[src/nrw_pkg.sv]
`default_nettype none
// ----------------------------------------------------------------------------
// nrw_pkg
// Shared widths and codes of the name registry.
// ----------------------------------------------------------------------------
package nrw_pkg;

	localparam int TASK_W = 5;
	localparam int NAME_W = 64;

	typedef enum logic {
		OP_REGISTER = 1'b0,
		OP_LOOKUP   = 1'b1
	} op_t;

	typedef enum logic {
		KIND_ACK    = 1'b0,
		KIND_ANSWER = 1'b1
	} kind_t;

	typedef enum logic {
		STAT_OK   = 1'b0,
		STAT_FULL = 1'b1
	} status_t;

	typedef enum logic [1:0] {
		S_IDLE,
		S_ESCAN,
		S_WSCAN,
		S_REPLY
	} state_t;

endpackage
`default_nettype wire

[src/nrw_req_if.sv]
`default_nettype none
// ----------------------------------------------------------------------------
// nrw_req_if
// Request channel: operation, requesting task and name key.
// ----------------------------------------------------------------------------
interface nrw_req_if;
	import nrw_pkg::*;

	logic              valid;
	logic              ready;
	logic              op;
	logic [TASK_W-1:0] requester;
	logic [NAME_W-1:0] name_key;

	modport source (output valid, op, requester, name_key, input ready);
	modport sink   (input valid, op, requester, name_key, output ready);
endinterface
`default_nettype wire

[src/nrw_rsp_if.sv]
`default_nettype none
// ----------------------------------------------------------------------------
// nrw_rsp_if
// Reply channel: destination task, reply kind, answer, status and last flag.
// ----------------------------------------------------------------------------
interface nrw_rsp_if;
	import nrw_pkg::*;

	logic              valid;
	logic              ready;
	logic [TASK_W-1:0] dest_task;
	logic              reply_kind;
	logic [TASK_W-1:0] answer_task;
	logic              status;
	logic              last;

	modport source (output valid, dest_task, reply_kind, answer_task, status, last,
		input ready);
	modport sink   (input valid, dest_task, reply_kind, answer_task, status, last,
		output ready);
endinterface
`default_nettype wire

[src/nrw_out_reg.sv]
`default_nettype none
// ----------------------------------------------------------------------------
// nrw_out_reg
// One-deep reply register between the sequencer and the reply channel.
// ----------------------------------------------------------------------------
module nrw_out_reg (
	input  wire        clk,
	input  wire        arst_n,
	nrw_rsp_if.sink    up,
	nrw_rsp_if.source  dn
);
	import nrw_pkg::*;

	logic              v_q;
	logic [TASK_W-1:0] dest_q;
	logic              kind_q;
	logic [TASK_W-1:0] ans_q;
	logic              status_q;
	logic              last_q;
	logic              load;

	assign up.ready = !v_q || dn.ready;
	assign load     = up.valid && up.ready;

	always_ff @(posedge clk or negedge arst_n) begin
		if (!arst_n) begin
			v_q <= 1'b0;
		end else if (load) begin
			v_q <= 1'b1;
		end else if (dn.ready) begin
			v_q <= 1'b0;
		end
	end

	always_ff @(posedge clk) begin
		if (load) begin
			dest_q   <= up.dest_task;
			kind_q   <= up.reply_kind;
			ans_q    <= up.answer_task;
			status_q <= up.status;
			last_q   <= up.last;
		end
	end

	assign dn.valid       = v_q;
	assign dn.dest_task   = dest_q;
	assign dn.reply_kind  = kind_q;
	assign dn.answer_task = ans_q;
	assign dn.status      = status_q;
	assign dn.last        = last_q;
endmodule
`default_nettype wire

[src/nrw_ctrl.sv]
`default_nettype none
// ----------------------------------------------------------------------------
// nrw_ctrl
// Request sequencer with entry and waiter memories: entry scan, update,
// waiter scan and wake-up replies.
// ----------------------------------------------------------------------------
module nrw_ctrl #(
	parameter int TASK_SLOTS = 32,
	parameter int NAME_BYTES = 8
) (
	input  wire        clk,
	input  wire        arst_n,
	nrw_req_if.sink    req,
	nrw_rsp_if.source  rsp
);
	import nrw_pkg::*;

	localparam int IW = $clog2(TASK_SLOTS);
	localparam int CW = $clog2(TASK_SLOTS + 1);
	localparam int NW = 8 * NAME_BYTES;

	state_t            state_q, state_d;
	op_t               op_q;
	logic [TASK_W-1:0] req_q;
	logic [NW-1:0]     name_q;
	logic [NW-1:0]     name_norm;
	logic              alive;
	logic [CW-1:0]     idx_q;
	logic [CW-1:0]     count_q;
	logic              rv_s1, rv_d;
	logic [IW-1:0]     ridx_s1;
	logic [TASK_SLOTS-1:0] flags_q;

	logic [TASK_W-1:0] rep_dest_q;
	kind_t             rep_kind_q;
	logic [TASK_W-1:0] rep_ans_q;
	status_t           rep_status_q;

	logic [NW-1:0]     ent_name_mem [TASK_SLOTS];
	logic [TASK_W-1:0] ent_task_mem [TASK_SLOTS];
	logic [NW-1:0]     wt_name_mem  [TASK_SLOTS];
	logic [NW-1:0]     ent_name_rd_s1;
	logic [TASK_W-1:0] ent_task_rd_s1;
	logic [NW-1:0]     wt_name_rd_s1;

	logic              accept;
	logic              full;
	logic              e_hit, e_issue, e_done;
	logic              w_hit, w_stall, w_issue, w_done;
	logic              do_append, do_overwrite, do_wait;
	logic [IW-1:0]     ent_waddr;

	// Name normalisation: keep bytes up to the first zero byte.
	always_comb begin
		alive     = 1'b1;
		name_norm = '0;
		for (int b = 0; b < NAME_BYTES; b++) begin
			if (req.name_key[8*b +: 8] == 8'd0) begin
				alive = 1'b0;
			end
			if (alive) begin
				name_norm[8*b +: 8] = req.name_key[8*b +: 8];
			end
		end
	end

	// Outputs and datapath control
	always_comb begin
		accept    = (state_q == S_IDLE) && req.valid;
		req.ready = (state_q == S_IDLE);
		full      = (count_q == CW'(TASK_SLOTS));

		e_hit   = (state_q == S_ESCAN) && rv_s1 && (ent_name_rd_s1 == name_q);
		e_issue = (state_q == S_ESCAN) && !e_hit && (idx_q < count_q);
		e_done  = (state_q == S_ESCAN) && (e_hit || (!rv_s1 && (idx_q >= count_q)));

		w_hit   = (state_q == S_WSCAN) && rv_s1 && flags_q[ridx_s1] &&
			(wt_name_rd_s1 == name_q);
		w_stall = w_hit && !rsp.ready;
		w_issue = (state_q == S_WSCAN) && !w_stall && (idx_q < CW'(TASK_SLOTS));
		w_done  = (state_q == S_WSCAN) && !rv_s1 && (idx_q == CW'(TASK_SLOTS));

		do_overwrite = e_done && (op_q == OP_REGISTER) && e_hit;
		do_append    = e_done && (op_q == OP_REGISTER) && !e_hit && !full;
		do_wait      = e_done && (op_q == OP_LOOKUP) && !e_hit &&
			(32'(req_q) < TASK_SLOTS);
		ent_waddr    = e_hit ? ridx_s1 : count_q[IW-1:0];

		case (state_q)
			S_ESCAN: rv_d = e_issue;
			S_WSCAN: rv_d = w_stall ? rv_s1 : w_issue;
			default: rv_d = 1'b0;
		endcase

		rsp.valid       = 1'b0;
		rsp.dest_task   = rep_dest_q;
		rsp.reply_kind  = rep_kind_q;
		rsp.answer_task = rep_ans_q;
		rsp.status      = rep_status_q;
		rsp.last        = 1'b1;
		case (state_q)
			S_WSCAN: begin
				rsp.valid       = w_hit;
				rsp.dest_task   = TASK_W'(ridx_s1);
				rsp.reply_kind  = KIND_ANSWER;
				rsp.answer_task = req_q;
				rsp.status      = STAT_OK;
				rsp.last        = 1'b0;
			end
			S_REPLY: begin
				rsp.valid = 1'b1;
			end
			default: begin
				rsp.valid = 1'b0;
			end
		endcase
	end

	// Next state
	always_comb begin
		state_d = state_q;
		case (state_q)
			S_IDLE: begin
				if (accept) state_d = S_ESCAN;
			end
			S_ESCAN: begin
				if (e_done) begin
					if (do_append) begin
						state_d = S_WSCAN;
					end else if (op_q == OP_LOOKUP && !e_hit) begin
						state_d = S_IDLE;
					end else begin
						state_d = S_REPLY;
					end
				end
			end
			S_WSCAN: begin
				if (w_done) state_d = S_REPLY;
			end
			S_REPLY: begin
				if (rsp.ready) state_d = S_IDLE;
			end
			default: begin
				state_d = S_IDLE;
			end
		endcase
	end

	always_ff @(posedge clk or negedge arst_n) begin
		if (!arst_n) begin
			state_q <= S_IDLE;
			rv_s1   <= 1'b0;
			idx_q   <= '0;
			count_q <= '0;
			flags_q <= '0;
		end else begin
			state_q <= state_d;
			rv_s1   <= rv_d;
			if (accept || do_append) begin
				idx_q <= '0;
			end else if (e_issue || w_issue) begin
				idx_q <= idx_q + 1'b1;
			end
			if (do_append) begin
				count_q <= count_q + 1'b1;
			end
			if (do_wait) begin
				flags_q[IW'(req_q)] <= 1'b1;
			end
			if (w_hit && rsp.ready) begin
				flags_q[ridx_s1] <= 1'b0;
			end
		end
	end

	always_ff @(posedge clk) begin
		if (accept) begin
			op_q   <= op_t'(req.op);
			req_q  <= req.requester;
			name_q <= name_norm;
		end
		if (e_issue || w_issue) begin
			ridx_s1 <= idx_q[IW-1:0];
		end
		if (e_done) begin
			rep_dest_q   <= req_q;
			rep_kind_q   <= (op_q == OP_LOOKUP) ? KIND_ANSWER : KIND_ACK;
			rep_ans_q    <= (op_q == OP_LOOKUP) ? ent_task_rd_s1 : '0;
			rep_status_q <= (op_q == OP_REGISTER && !e_hit && full) ? STAT_FULL : STAT_OK;
		end
	end

	// Entry memories
	always_ff @(posedge clk) begin
		if (do_append) begin
			ent_name_mem[ent_waddr] <= name_q;
		end
		if (do_append || do_overwrite) begin
			ent_task_mem[ent_waddr] <= req_q;
		end
		if (e_issue) begin
			ent_name_rd_s1 <= ent_name_mem[idx_q[IW-1:0]];
			ent_task_rd_s1 <= ent_task_mem[idx_q[IW-1:0]];
		end
	end

	// Waiter name memory
	always_ff @(posedge clk) begin
		if (do_wait) begin
			wt_name_mem[IW'(req_q)] <= name_q;
		end
		if (w_issue) begin
			wt_name_rd_s1 <= wt_name_mem[idx_q[IW-1:0]];
		end
	end

`ifndef ASSERT_OFF
	a_count_bound: assert property (@(posedge clk) disable iff (!arst_n)
		count_q <= CW'(TASK_SLOTS))
		else $error("entry count beyond table size");

	a_count_step: assert property (@(posedge clk) disable iff (!arst_n)
		(count_q != $past(count_q)) |-> (count_q == $past(count_q) + 1'b1))
		else $error("entry count moved by more than one");

	a_no_append_full: assert property (@(posedge clk) disable iff (!arst_n)
		do_append |-> !full)
		else $error("append into a full table");

	a_read_in_scan: assert property (@(posedge clk) disable iff (!arst_n)
		rv_s1 |-> (state_q == S_ESCAN || state_q == S_WSCAN))
		else $error("pending memory read outside a scan");

	a_accept_idle: assert property (@(posedge clk) disable iff (!arst_n)
		(req.valid && req.ready) |=> (state_q == S_ESCAN && !rv_s1 && idx_q == '0))
		else $error("scan did not start cleanly after a request");
`endif
endmodule
`default_nettype wire

[src/name_registry_with_waiters.sv]
`default_nettype none
// ----------------------------------------------------------------------------
// name_registry_with_waiters
// Name-to-task registry with blocked look-ups.
// ----------------------------------------------------------------------------
// req carries one transaction per request: op (register / look up), the
// requesting task and a packed name key. rsp carries the replies; last marks
// the final reply of a request. A look-up that misses gives no reply and
// blocks the requester on that name; a later register that stores the name
// wakes it. A request is taken only while the sequencer is idle. Each
// request is accepted, then runs an entry scan over the N stored entries
// that ends at the first match (one memory read per cycle, registered
// reads). A register that appends adds a waiter scan over all TASK_SLOTS
// waiter slots; woken waiters are answered during the scan at no extra
// cost while rsp is ready. Then the acknowledge.
// Replies leave through a one-deep output register that registers each
// reply the sequencer issues; while rsp.ready is low the sequencer stops at
// the next reply it has to issue and the request channel stalls behind it.
// Reset clears the entry count and the waiter flags; the name and task
// memories need no clearing pass.
// ----------------------------------------------------------------------------
module name_registry_with_waiters #(
	parameter int TASK_SLOTS = 32,
	parameter int NAME_BYTES = 8
) (
	input  wire        clk,
	input  wire        arst_n,
	nrw_req_if.sink    req,
	nrw_rsp_if.source  rsp
);
	nrw_rsp_if ctrl_rsp ();

	nrw_ctrl #(
		.TASK_SLOTS (TASK_SLOTS),
		.NAME_BYTES (NAME_BYTES)
	) u_ctrl (
		.clk    (clk),
		.arst_n (arst_n),
		.req    (req),
		.rsp    (ctrl_rsp.source)
	);

	nrw_out_reg u_out_reg (
		.clk    (clk),
		.arst_n (arst_n),
		.up     (ctrl_rsp.sink),
		.dn     (rsp)
	);
endmodule
`default_nettype wire

[src/flat_wrapper.sv]
// flat-port wrapper written by rule: the top's interface ports become plain ports
module name_registry_with_waiters_flat 
#(
	parameter int TASK_SLOTS = 32,
	parameter int NAME_BYTES = 8
)
  (clk, arst_n, req_valid, req_op, req_requester, req_name_key, req_ready, rsp_valid, rsp_dest_task, rsp_reply_kind, rsp_answer_task, rsp_status, rsp_last, rsp_ready);
  nrw_req_if req_i ();
  nrw_rsp_if rsp_i ();
  input  wire clk;
  input  wire arst_n;
  input wire logic [$bits(req_i.valid)-1:0] req_valid;
  input wire logic [$bits(req_i.op)-1:0] req_op;
  input wire logic [$bits(req_i.requester)-1:0] req_requester;
  input wire logic [$bits(req_i.name_key)-1:0] req_name_key;
  output wire logic [$bits(req_i.ready)-1:0] req_ready;
  output wire logic [$bits(rsp_i.valid)-1:0] rsp_valid;
  output wire logic [$bits(rsp_i.dest_task)-1:0] rsp_dest_task;
  output wire logic [$bits(rsp_i.reply_kind)-1:0] rsp_reply_kind;
  output wire logic [$bits(rsp_i.answer_task)-1:0] rsp_answer_task;
  output wire logic [$bits(rsp_i.status)-1:0] rsp_status;
  output wire logic [$bits(rsp_i.last)-1:0] rsp_last;
  input wire logic [$bits(rsp_i.ready)-1:0] rsp_ready;
  assign req_i.valid = req_valid;
  assign req_i.op = req_op;
  assign req_i.requester = req_requester;
  assign req_i.name_key = req_name_key;
  assign req_ready = req_i.ready;
  assign rsp_valid = rsp_i.valid;
  assign rsp_dest_task = rsp_i.dest_task;
  assign rsp_reply_kind = rsp_i.reply_kind;
  assign rsp_answer_task = rsp_i.answer_task;
  assign rsp_status = rsp_i.status;
  assign rsp_last = rsp_i.last;
  assign rsp_i.ready = rsp_ready;
  name_registry_with_waiters #(.TASK_SLOTS(TASK_SLOTS), .NAME_BYTES(NAME_BYTES)) u_core (.clk(clk), .arst_n(arst_n), .req(req_i), .rsp(rsp_i));
endmodule
[config.mk]
export PLATFORM = sky130hd
export DESIGN_NAME = name_registry_with_waiters_flat
export DESIGN_NICKNAME = d
export VERILOG_FILES = /design/src/nrw_pkg.sv /design/src/nrw_req_if.sv /design/src/nrw_rsp_if.sv /design/src/nrw_out_reg.sv /design/src/nrw_ctrl.sv /design/src/name_registry_with_waiters.sv /design/src/flat_wrapper.sv
export SDC_FILE = /design/constraint.sdc
export NUM_CORES = 2
export LEC_CHECK = 0
export BUFFER_PORTS_ARGS = -buffer_cell sky130_fd_sc_hd__buf_2
export CORE_AREA = 5 5 665 667
export DETAILED_ROUTE_END_ITERATION = 16
export DIE_AREA = 0 0 670 672
export GPL_ROUTABILITY_DRIVEN = 0
export SYNTH_ARGS = -nofsm -noshare
export SYNTH_HDL_FRONTEND = slang
export SYNTH_MEMORY_MAX_BITS = 65536
export SYNTH_SLANG_ARGS = --single-unit
[constraint.sdc]
create_clock -name clk -period 5.55 [get_ports clk]
set_input_delay 0.8325 -clock clk [delete_from_list [all_inputs] [get_ports clk]]
set_output_delay 0.8325 -clock clk [all_outputs]
set_load 0.01 [all_outputs]
==> flow_summary.toml <==
[sta]
fin_crit_ns = 5.43
finalSetupViolCount = 0
timing.final.crit_share = 0.979
hold_viol = 0
postLayoutSetupSlackWorst_ns = 0.118
slew_headroom = 0.0293
holdWs_ns = 0.0319
fin_tns_setup_ns = 0
worst_pin_slew_ns = 1.42
rsz0062_at_grt = "no"
maxSlewViolCount = 0
fmax_mhz = 184
finClkSkew_ns = 0.0749

[final_layout]
multi_input_area_sq_um = 36300
nNetsFinal = 7678
drive_above_1_share = 0.332
area_growth_pct = 14.6
seqCellArea_sq_um = 136000
final_util = 0.456
num-fill-cells = 35600

[power]
pwr_density_cell_nw_per_um2 = 442
pwr-share-clk = 0.338
power_mw = 87.8
ir_drop_v = 0.000510
seqPwrFrac = 0.469
p_comb_frac = 0.193
sw_frac_of_total = 0.266
internal_power_mw = 64.4
p_sw_mw = 23.4
p_leak_nw = 59.7

[routing]
drtAntennaViolNets = 0
drc = 0
drtIter0Drc = 10700
vias = 81300
routed_wl_um = 476000
dr.pass1.iters = 7
via_per_inst = 5.92
wl_per_cell_um = 34.7

[setup_path]
critical-path-top-delay-family = "simple AND/OR/NAND/NOR gates"
path_common_cell = "buf_4"
r2r_slack_ns = 0.12
r2r_cells = 11
path_class = "reg -> reg"
r2r_end = "u_core.u_ctrl.ent_name_mem[30][3]"
path_depth = 11
critical_path_buf_inv_count = 4
max_stage_delay_ns = 1.02
timing.rr.start = "u_core.u_ctrl.name_q[40]"
critPathRequiredTime_ns = 6.14
crit_chain = "xnor2_1, nand4_1, nor4_1, nand4_1, buf_4, buf_4, mux2i_1, nand2_1, buf_4, nor2_4, buf_12"
path_max_fanout = 64
crit_slowest_cell = "nor4_1"
cp.arrival_ns = 6.02
cp-end-kind = "flip-flop"
start_kind = "flip-flop"

[global_routing]
grt_overflow = 0
grt_pass1_vias = 81800
antenna_found_initial = 34
grt_max_degree = 136
gr-usage-all-layers = 0.208
grt_pass1_wl_um = 663000

[yosys]
synth.most_common_cell = "edfxtp_1"
synth_commonest_cells = "edfxtp_1 (4489), mux4_2 (1332), clkbuf_1 (230)"
synth.distinct_cells = 63
yosys.area.top_type = "edfxtp_1"
async_flop_share = 0.0106
synth-edff-count = 4489
syn_avg_cell_area_sq_um = 24.6
syn_nets = 7127
ys_seq_elements = 4537
ys_seq_area_frac = 0.785
synth_area_leaders = "edfxtp_1 (78%), mux4_2 (17%), mux2_2 (0.98%)"
syn_area_sq_um = 173000
syn_inst = 7039
synth_top_area_share = 0.778
yosysWarnings = 0
synthFlopType = "edfxtp_1"

[cts]
cts-root-buf = "clkbuf_16"
cts_tree = "yes"
clock-sinks = 4537
clk_pin_slew_ns = 0.06
cts_buffers = 438
cts_htree_levels = 5
cts_buffer_depth = 4
clkLatencyLatePin_ns = 1.02

[hold_path]
min-delay-start = "req_requester[0]"
hp-class = "in -> reg"
hold_path_end = "u_core.u_ctrl.req_q[0]"
whs_path_depth = 1

[die]
core_sq_um = 436000
num_rows = 243
die_area_sq_um = 450000
dieHeight_um = 672
start_util = 0.398
dieWidth_um = 670
pin_count = 89

[job]
cap_violations = 0

[place]
dp_hpwl_um = 273000
numPortBuffers = 88
pre_cts_slack_ns = 0.167

[status]
status = "completed"
state kept, by name (all words and copies together) (netlist names), 5 cells and up, named ones only:
signal                           flops
u_core.u_ctrl.ent_task_rd_s1         5
u_core.u_ctrl.wt_name_rd_s1         64
u_core.u_ctrl.count_q                6
u_core.u_ctrl.rep_ans_q              5
u_core.u_ctrl.rep_dest_q             5
u_core.u_ctrl.req_q                  5
u_core.u_ctrl.wt_name_mem         2048
u_core.u_ctrl.ent_name_rd_s1        64
u_core.u_out_reg.dn.dest_task        5
u_core.u_ctrl.name_q                64
u_core.u_ctrl.ridx_s1                5
u_core.u_ctrl.ent_task_mem         160
u_core.u_ctrl.idx_q                  6
u_core.u_out_reg.dn.answer_task      5
u_core.u_ctrl.ent_name_mem        2048
u_core.u_ctrl.flags_q               32
timing repair:
action,in CTS,in global routing
hold endpoints to repair,61,0
buffers inserted,0,0
hold buffers,14,0
resized for setup,0,1
endpoints found under the setup margin,0,82
worst register-to-register path, cell delays in order, from the launching register on:
cell and delay (ns):
edfxtp_1 0.62, xnor2_1 0.69, nand4_1 0.51, nor4_1 1.02, nand4_1 0.38, buf_4 0.29
buf_4 0.22, mux2i_1 0.23, nand2_1 0.09, buf_4 0.27, nor2_4 0.14, buf_12 0.31
power groups by stage:
stage | registers (mW) | clock network, mW | logic, mW
floorplan | 42.1 | 0 | 10.5
global placement | 41.8 | 0 | 16.9
detailed placement | 41.8 | 0 | 17.1
CTS | 41.1 | 30.2 | 17.2
global route | 41.2 | 31.7 | 17.8
finish | 41.1 | 29.7 | 16.9
cell type report:
type / instances / area share
Antenna cell: 25 / 0.000315
Clock buffer: 523 / 0.0572
Clock inverter: 279 / 0.0146
Inverter: 38 / 0.000731
Multi-Input combinational cell: 2114 / 0.183
Sequential cell: 4537 / 0.685
Tap cell: 5757 / 0.0363
Timing Repair Buffer: 461 / 0.0237
worst max path at each step:
stage / from / slack [ns] / endpoint
after global routing: u_core.u_ctrl.name_q[40] / 0.17 / u_core.u_ctrl.ent_name_mem[30][7]
after floorplan: u_core.u_ctrl.idx_q[0] / -0.54 / u_core.u_ctrl.wt_name_mem[17][0]
final: u_core.u_ctrl.name_q[40] / 0.12 / u_core.u_ctrl.ent_name_mem[30][3]
after detailed placement: u_core.u_ctrl.name_q[40] / 0.17 / u_core.u_ctrl.ent_name_mem[21][52]
after global placement: u_core.u_ctrl.name_q[40] / 0.17 / u_core.u_ctrl.ent_name_mem[21][1]
after CTS: u_core.u_ctrl.name_q[40] / 0.13 / u_core.u_ctrl.ent_name_mem[21][62]
layout by cell type, fill, tap and decap left out, drive strengths merged, types with 6 or more instances in the layout:
cell type	n
edfxtp	4489
mux4	1332
clkbuf	523
buf	447
clkinv	193
mux2	152
nor2	139
xor2	67
and2	58
inv	52
bufinv	48
dfrtp	48
xnor2	42
nor4	39
a31oi	34
nand2	30
a21oi	28
diode	25
clkinvlp	24
nor2b	23
nand4	17
nor3	16
ha	14
dlygate4sd3	14
nand2b	12
nand3	12
mux2i	12
o22ai	7
and3	6
stage by stage:
step                area, sq um  cells
floorplan                173000   7039
global placement         184000  12900
detailed placement       184000  12900
CTS                      199000  13700
global route             199000  13700
finish                   199000  13700
logic make-up after synthesis:
family	count (synthesis)	share of synthesized area
AO/OA/AOI/OAI	110	0.00435
XOR/XNOR	109	0.00551
flip-flops	4537	0.785
AND/OR/NAND/NOR	385	0.0118
multiplexers	1496	0.184
buffers and inverters	388	0.00920
adder cells (fa/ha/maj)	14	0.00101
per-layer routing:
layer,global-route usage,part of all wire
met1,0.295,0.40
met2,0.331,0.48
met3,0.0398,0.087
met4,0.0581,0.029
met5,0,0.00011
Note: power is estimated with default switching activity, not from simulation.
